==> src/design/fkhp_pkg.sv <==
`timescale 1ns / 1ps

package fkhp_pkg;

  localparam int OffsetWidth = 7;

  typedef logic [OffsetWidth-1:0] offset_t;

  localparam offset_t OFFSET_MAX   = offset_t'(127);
  localparam offset_t POS_ETYPE_HI = offset_t'(12);
  localparam offset_t POS_ETYPE_LO = offset_t'(13);
  localparam offset_t ETH_HDR_LEN  = offset_t'(14);
  localparam offset_t POS_V4_PROTO = offset_t'(23);
  localparam offset_t POS_V4_SRC   = offset_t'(26);
  localparam offset_t POS_V4_DST   = offset_t'(30);
  localparam offset_t POS_V4_L4    = offset_t'(34);
  localparam offset_t POS_V6_NEXT  = offset_t'(20);
  localparam offset_t POS_V6_SRC   = offset_t'(22);
  localparam offset_t POS_V6_SRCLO = offset_t'(30);
  localparam offset_t POS_V6_DST   = offset_t'(38);
  localparam offset_t POS_V6_DSTLO = offset_t'(46);
  localparam offset_t POS_V6_L4    = offset_t'(54);
  localparam offset_t TCP_HDR_LEN  = offset_t'(20);
  localparam offset_t UDP_HDR_LEN  = offset_t'(8);
  localparam offset_t PORT_SRC_END = offset_t'(2);
  localparam offset_t PORT_DST_END = offset_t'(4);

  localparam logic [15:0] ETYPE_IPV4 = 16'h0800;
  localparam logic [15:0] ETYPE_IPV6 = 16'h86DD;
  localparam logic [7:0]  PROTO_TCP  = 8'd6;
  localparam logic [7:0]  PROTO_UDP  = 8'd17;
  localparam logic [3:0]  IHL_MIN    = 4'd5;

  localparam logic FAMILY_IPV4 = 1'b0;
  localparam logic FAMILY_IPV6 = 1'b1;

  typedef enum logic [1:0] {
    VERDICT_PARSED = 2'd0,
    VERDICT_PASS   = 2'd1,
    VERDICT_DROP   = 2'd2
  } verdict_t;

  typedef struct packed {
    offset_t     offset;
    logic [15:0] ether_type;
    logic [3:0]  header_words;
    logic [7:0]  next_protocol;
    logic [63:0] src_hi;
    logic [63:0] src_lo;
    logic [63:0] dst_hi;
    logic [63:0] dst_lo;
    logic [15:0] sport;
    logic [15:0] dport;
  } key_t;

  typedef struct packed {
    verdict_t    verdict;
    logic        family;
    logic [7:0]  protocol;
    logic [63:0] src_hi;
    logic [63:0] src_lo;
    logic [63:0] dst_hi;
    logic [63:0] dst_lo;
    logic [15:0] sport;
    logic [15:0] dport;
  } result_t;

endpackage

==> src/design/flow_key_header_parser_unit.sv <==
`timescale 1ns / 1ps
// the result request is registered in the output skid buffer after the last byte of a frame is taken
// throughput: one frame byte per cycle while s_tready is high; a result follows each last byte
// the byte path only stalls while two results wait at the output
// reset (rst, synchronous) clears all captured fields, the byte count and the valid flags of both result slots

module flow_key_header_parser_unit (
  input  logic         clk,
  input  logic         rst,
  input  logic         s_tvalid,
  output logic         s_tready,
  input  logic [7:0]   s_tdata,   // data_byte
  input  logic         s_tlast,   // last_byte
  output logic         m_tvalid,
  input  logic         m_tready,
  // protocol, src_addr_hi, src_addr_lo, dst_addr_hi, dst_addr_lo, sport, dport
  output logic [295:0] m_tdata,
  output logic [2:0]   m_tuser    // verdict, family
);
  import fkhp_pkg::*;

  logic    accept;
  logic    push;
  key_t    key_next;
  result_t result;
  result_t out_data;

  assign accept = s_tvalid && s_tready;
  assign push = accept && s_tlast;

  fkhp_capture u_capture (
    .clk       (clk),
    .rst       (rst),
    .accept    (accept),
    .data_byte (s_tdata),
    .last_byte (s_tlast),
    .key_next  (key_next)
  );

  fkhp_verdict u_verdict (
    .key    (key_next),
    .result (result)
  );

  fkhp_out_skid u_out (
    .clk        (clk),
    .rst        (rst),
    .push       (push),
    .push_data  (result),
    .push_ready (s_tready),
    .out_valid  (m_tvalid),
    .out_ready  (m_tready),
    .out_data   (out_data)
  );

  assign m_tdata = {out_data.dport, out_data.sport, out_data.dst_lo, out_data.dst_hi,
                    out_data.src_lo, out_data.src_hi, out_data.protocol};
  assign m_tuser = {out_data.family, out_data.verdict};

endmodule

==> src/design/fkhp_capture.sv <==
`timescale 1ns / 1ps

module fkhp_capture (
  input  logic          clk,
  input  logic          rst,
  input  logic          accept,
  input  logic [7:0]    data_byte,
  input  logic          last_byte,
  output fkhp_pkg::key_t key_next
);
  import fkhp_pkg::*;

  key_t    key;
  offset_t pos;
  offset_t l4_start;
  offset_t rel;

  assign pos = key.offset;
  assign l4_start = ETH_HDR_LEN + offset_t'({key.header_words, 2'b00});
  assign rel = pos - l4_start;

  always_comb begin
    key_next = key;
    if (key.offset != OFFSET_MAX) begin
      key_next.offset = key.offset + offset_t'(1);
    end
    if (pos == POS_ETYPE_HI) begin
      key_next.ether_type = {data_byte, 8'h00};
    end else if (pos == POS_ETYPE_LO) begin
      key_next.ether_type = {key.ether_type[15:8], data_byte};
    end else if (pos >= ETH_HDR_LEN) begin
      if (key.ether_type == ETYPE_IPV4) begin
        if (pos == ETH_HDR_LEN) begin
          key_next.header_words = data_byte[3:0];
        end else if (pos == POS_V4_PROTO) begin
          key_next.next_protocol = data_byte;
        end else if (pos >= POS_V4_SRC && pos < POS_V4_DST) begin
          key_next.src_lo = {32'h0, key.src_lo[23:0], data_byte};
        end else if (pos >= POS_V4_DST && pos < POS_V4_L4) begin
          key_next.dst_lo = {32'h0, key.dst_lo[23:0], data_byte};
        end else if (pos >= POS_V4_L4 && key.header_words >= IHL_MIN && pos >= l4_start) begin
          if (rel < PORT_SRC_END) begin
            key_next.sport = {key.sport[7:0], data_byte};
          end else if (rel < PORT_DST_END) begin
            key_next.dport = {key.dport[7:0], data_byte};
          end
        end
      end else if (key.ether_type == ETYPE_IPV6) begin
        if (pos == POS_V6_NEXT) begin
          key_next.next_protocol = data_byte;
        end else if (pos >= POS_V6_SRC && pos < POS_V6_SRCLO) begin
          key_next.src_hi = {key.src_hi[55:0], data_byte};
        end else if (pos >= POS_V6_SRCLO && pos < POS_V6_DST) begin
          key_next.src_lo = {key.src_lo[55:0], data_byte};
        end else if (pos >= POS_V6_DST && pos < POS_V6_DSTLO) begin
          key_next.dst_hi = {key.dst_hi[55:0], data_byte};
        end else if (pos >= POS_V6_DSTLO && pos < POS_V6_L4) begin
          key_next.dst_lo = {key.dst_lo[55:0], data_byte};
        end else if (pos >= POS_V6_L4) begin
          if ((pos - POS_V6_L4) < PORT_SRC_END) begin
            key_next.sport = {key.sport[7:0], data_byte};
          end else if ((pos - POS_V6_L4) < PORT_DST_END) begin
            key_next.dport = {key.dport[7:0], data_byte};
          end
        end
      end
    end
  end

  // state clears after the last byte of each frame
  always_ff @(posedge clk) begin
    if (rst) begin
      key <= '0;
    end else if (accept) begin
      if (last_byte) begin
        key <= '0;
      end else begin
        key <= key_next;
      end
    end
  end

endmodule

==> src/design/fkhp_verdict.sv <==
`timescale 1ns / 1ps

module fkhp_verdict (
  input  fkhp_pkg::key_t    key,
  output fkhp_pkg::result_t result
);
  import fkhp_pkg::*;

  offset_t  len;
  offset_t  need;
  offset_t  v4_start;
  logic     is_l4;
  logic     fam;
  verdict_t verdict;

  assign len = key.offset;
  assign is_l4 = (key.next_protocol == PROTO_TCP) || (key.next_protocol == PROTO_UDP);
  assign need = (key.next_protocol == PROTO_TCP) ? TCP_HDR_LEN : UDP_HDR_LEN;
  assign v4_start = ETH_HDR_LEN + offset_t'({key.header_words, 2'b00});

  always_comb begin
    fam = FAMILY_IPV4;
    priority if (len < ETH_HDR_LEN) begin
      verdict = VERDICT_DROP;
    end else if (key.ether_type == ETYPE_IPV4) begin
      if (len < POS_V4_L4) begin
        verdict = VERDICT_DROP;
      end else if (!is_l4) begin
        verdict = VERDICT_PASS;
      end else if (key.header_words < IHL_MIN) begin
        verdict = VERDICT_DROP;
      end else if (len < v4_start + need) begin
        verdict = VERDICT_DROP;
      end else begin
        verdict = VERDICT_PARSED;
      end
    end else if (key.ether_type == ETYPE_IPV6) begin
      fam = FAMILY_IPV6;
      if (len < POS_V6_L4) begin
        verdict = VERDICT_DROP;
      end else if (!is_l4) begin
        verdict = VERDICT_PASS;
      end else if (len < POS_V6_L4 + need) begin
        verdict = VERDICT_DROP;
      end else begin
        verdict = VERDICT_PARSED;
      end
    end else begin
      verdict = VERDICT_PASS;
    end
  end

  always_comb begin
    result = '0;
    result.verdict = verdict;
    if (verdict == VERDICT_PARSED) begin
      result.family   = fam;
      result.protocol = key.next_protocol;
      result.src_hi   = key.src_hi;
      result.src_lo   = key.src_lo;
      result.dst_hi   = key.dst_hi;
      result.dst_lo   = key.dst_lo;
      result.sport    = key.sport;
      result.dport    = key.dport;
    end
  end

endmodule

==> src/design/fkhp_out_skid.sv <==
`timescale 1ns / 1ps

module fkhp_out_skid (
  input  logic              clk,
  input  logic              rst,
  input  logic              push,
  input  fkhp_pkg::result_t push_data,
  output logic              push_ready,
  output logic              out_valid,
  input  logic              out_ready,
  output fkhp_pkg::result_t out_data
);
  import fkhp_pkg::*;

  logic    skid_valid;
  result_t skid_data;
  logic    pop;

  assign push_ready = !skid_valid;
  assign pop = out_valid && out_ready;

  always_ff @(posedge clk) begin
    if (rst) begin
      out_valid  <= 1'b0;
      skid_valid <= 1'b0;
    end else begin
      if (pop) begin
        if (skid_valid) begin
          out_valid  <= 1'b1;
          skid_valid <= 1'b0;
        end else begin
          out_valid <= push;
        end
      end else if (push) begin
        if (out_valid) begin
          skid_valid <= 1'b1;
        end else begin
          out_valid <= 1'b1;
        end
      end
    end
  end

  always_ff @(posedge clk) begin
    if (pop && skid_valid) begin
      out_data <= skid_data;
    end else if (push && (pop || !out_valid)) begin
      out_data <= push_data;
    end
    if (push && out_valid && !pop) begin
      skid_data <= push_data;
    end
  end

endmodule

==> config.mk <==
export PLATFORM = sky130hd
export DESIGN_NAME = flow_key_header_parser_unit
export DESIGN_NICKNAME = d
export VERILOG_FILES = /design/src/design/fkhp_pkg.sv /design/src/design/flow_key_header_parser_unit.sv /design/src/design/fkhp_capture.sv /design/src/design/fkhp_verdict.sv /design/src/design/fkhp_out_skid.sv
export SDC_FILE = /design/constraint.sdc
export NUM_CORES = 2
export LEC_CHECK = 0
export BUFFER_PORTS_ARGS = -buffer_cell sky130_fd_sc_hd__buf_2
export CAP_MARGIN = 5
export CORE_MARGIN = 2
export CORE_UTILIZATION = 65
export CTS_CLUSTER_DIAMETER = 100
export DETAILED_ROUTE_END_ITERATION = 8
export HOLD_SLACK_MARGIN = 0.06
export PLACE_DENSITY = 0.88
export SETUP_SLACK_MARGIN = 0.05
export SKIP_CTS_REPAIR_TIMING = 1
export SLEW_MARGIN = 20
export SYNTH_ARGS = -nofsm -noshare
export SYNTH_HDL_FRONTEND = slang
export SYNTH_SLANG_ARGS = --single-unit
==> constraint.sdc <==
create_clock -name clk -period 34.5 [get_ports clk]
set_input_delay 1.725 -clock clk [delete_from_list [all_inputs] [get_ports clk]]
set_output_delay 1.725 -clock clk [all_outputs]
set_load 0.1 [all_outputs]
==> run metrics <==
status=completed; post-detail-place hpwl=about 57,000 um; DRC viols=0; fin nets=roughly 3,600; die area=approximately 64,000 um^2; number of global-route vias before repair=approximately 26,000; Seq/Total Area, Yosys=between 60% and 70%; Iteration-0 DRC Markers=approximately 3,200; RSZ-0062 raised after global routing=no; fraction of registers with async set/reset=0%; dpl ws=between 20 and 30 ns; register bit total from synthesis=between 900 and 1,000; Worst-path clk slew=about 0.06 ns; Slowest Stage Delay on Critical Path=just under 0.9 ns; PD cells=between 50 and 60 nW/um^2; main combinational cell family by area after synthesis=compound AO/OA/AOI/OAI gates; Adder-Cell Fraction of Synth Area=less than 1%; area of the multi-input gates=between 10,000 and 15,000 um^2; Worst Tran Pin Value=approximately 1.3 ns; # setup viols final=0; sum of negative setup slack=0 ns; final core occ=~73%; WP data arrival=~8 ns; Leak=~15 nW; CP max FO=just under 200; drt pass-1 iters=6; period utilization=about 22%; largest net degree at the start of global routing=197; insertion delay to the later sink of the worst-skew pair=about 0.65 ns; Post-Layout Cell Count=~4,500; Synth top area share=between 40% and 50%; GRT overflow=0; Antenna Diode Count=0; routed wire length per instance=roughly 22 um; Row Count=91; Yosys warnings=0; commonest non-fill, non-tap cell in the layout=nor2_1; area delta synth->final=11.8%; Worst Path Buf+Inv=3; FILL cells=between 3,000 and 4,000; Crit path max-delay family=adder cells; Crit. End Element=flip-flop; Num CTS Buffers=90; critical path required time=~35 ns; ys flop type=edfxtp_1; setup ws final=26.85 ns; most frequent CP cell=ha_1; Avg Cell Area, Syn=roughly 12 um^2; Register Area=roughly 24,000 um^2; GPL Wtd Cong=just under 0.9; Power Total=roughly 2.3 mW; Post-Layout Inst Area=roughly 45,000 um^2; final WL=97,100 um; CTS max path bufs=3; placed cells=about 4,300; Min Clock Period, post-route=around 7.7 ns; I/O Buffers=~310; Compound-Gate Fraction of Synth Area=approximately 15%; Chip Width=253 um; Starting Density=65.7%; mux share of post-synthesis cell area=under 10%; Core ar.=~62,000 um^2; share of post-route cells with drive strength above 1=a little over a fifth; fin. max-slew vios=0; # IOs=314; worst hold path type=reg -> reg; most frequent cells in the layout=nor2_1 (634), edfxtp_1 (598), nand2_1 (354); Slew headroom=approximately 14%; Yosys cell types=73; Final Hold Fails=0; FMAX=roughly 130 MHz; dominant cells by area after synthesis=edfxtp_1 (44%), dfxtp_1 (16%), mux2i_1 (6.5%); WHS=approximately 0.45 ns; crit path cell chain=ha_1 > nand2b_1 > nor4_1 > and4_1 > mux2i_1 > o21ai_0 > ha_1 > fa_1 > inv_1 > ha_1 > a2111oi_0 > a21boi_1 > nand4b_1 > a22o_4 > buf_12 > buf_4 > o31ai_2; Critical Path Start Type=flip-flop; root buffer cell=clkbuf_16; Peak VDD IR=0.0441 mV; CTS H-tree depth=3; Die Height=around 250 um; initial antenna violation count=0; max cap viols=0; CTS tree=built; Syn Inst Count=about 3,400; Post-synth EDFFs=roughly 600; Post-Synth Simple-Gate Area=around an eighth; dpl cell area=about 42,000 um^2; clk_skew=0.0249 ns; xor/xnor share of the synthesized area=0.130%; worst setup path class=reg -> reg; Total GRT Usage=between 20 and 30%; first-pass GRT wire length=about 150,000 um; vias=28,100; Clock Sink Count=~920; Slowest cell on crit path=buf_4; Post-Syn Area=~40,000 um^2; Via density=6.27; Synth area leader=edfxtp_1; Post-DRT Antenna Nets=0
## logic make-up (layout without fill, tap and decap cells)
group,count (synthesis),after routing
and+or+nand+nor,1150,1150
DFF,923,923
AOI/OAI and AO/OA,700,700
buffers and inverters,321,539
muxes,300,300
adders and majority gates,28,28
xor gates and xnor gates,6,6
other,1,4
## power by group
part	leakage (nW)	total, mW	internal (mW)	switching [mW]
Combinational	5.46	0.149	0.0143	0.134
Sequential	7.69	1.19	1.19	0.00724
Clock	1.50	1.01	0.585	0.421
## metal layers
layer / up-vias / track usage [%] / wire length (um)
li1: 12900 / - / -
met1: 13800 / 39.7 / 39000
met2: 1252 / 48.0 / 47900
met3: 210 / 4.35 / 6820
met4: 0 / 11.9 / 3400
met5: - / 0 / 0
## flip-flops by register name (all words and copies together), names as in the netlist
| register | cells |
|---|---|
| u_capture.key | 316 |
| u_out.skid_data | 299 |
| u_capture.pos | 7 |
| u_out.out_data | 299 |
| u_out.skid_valid | 1 |
| u_out.out_valid | 1 |
## worst paths after layout
path | start | end | slack (ns) | cells after the start
max | u_capture.pos[2] | u_out.out_data[190] | 26.85 | 17
min | u_capture.key[15] | u_capture.key[15] | 0.45 | 2
max reg2reg | u_capture.pos[2] | u_out.out_data[190] | 26.85 | 17
min reg2reg | u_capture.key[15] | u_capture.key[15] | 0.45 | 2
## cells in the mapped netlist (all sizes together), types with 6 or more instances
| cell type | count |
|---|---|
| a21o | 7 |
| a21oi | 29 |
| a22oi | 242 |
| a2bb2oi | 32 |
| a31oi | 11 |
| a32oi | 37 |
| and2 | 14 |
| and3 | 6 |
| buf | 95 |
| clkbuf | 204 |
| dfxtp | 325 |
| edfxtp | 598 |
| ha | 26 |
| inv | 22 |
| mux2 | 38 |
| mux2i | 262 |
| nand2 | 357 |
| nand2b | 10 |
| nand3 | 17 |
| nand4 | 11 |
| nor2 | 636 |
| nor2b | 12 |
| nor3 | 14 |
| nor4 | 15 |
| o21ai | 18 |
| o31ai | 294 |
| or2 | 35 |
## worst register-to-register path: cells and delay by family, from the launching register on
kind | cells | cell delay, ns
muxes | 1 | 0.31
buffers and inverters | 3 | 1.75
AOI/OAI and AO/OA | 5 | 1.61
and+or+nand+nor | 4 | 1.43
adders and majority gates | 4 | 1.61
DFF | 1 | 0.64
## layout make-up
| type | count | share of cell area (%) |
|---|---|---|
| Clock buffer | 127 | 5.79 |
| Clock inverter | 43 | 0.963 |
| Inverter | 22 | 0.183 |
| Multi-Input combinational cell | 2188 | 32.4 |
| Sequential cell | 923 | 54.1 |
| Tap cell | 837 | 2.32 |
| Timing Repair Buffer | 347 | 4.25 |
(Power assumes the default switching activity.)
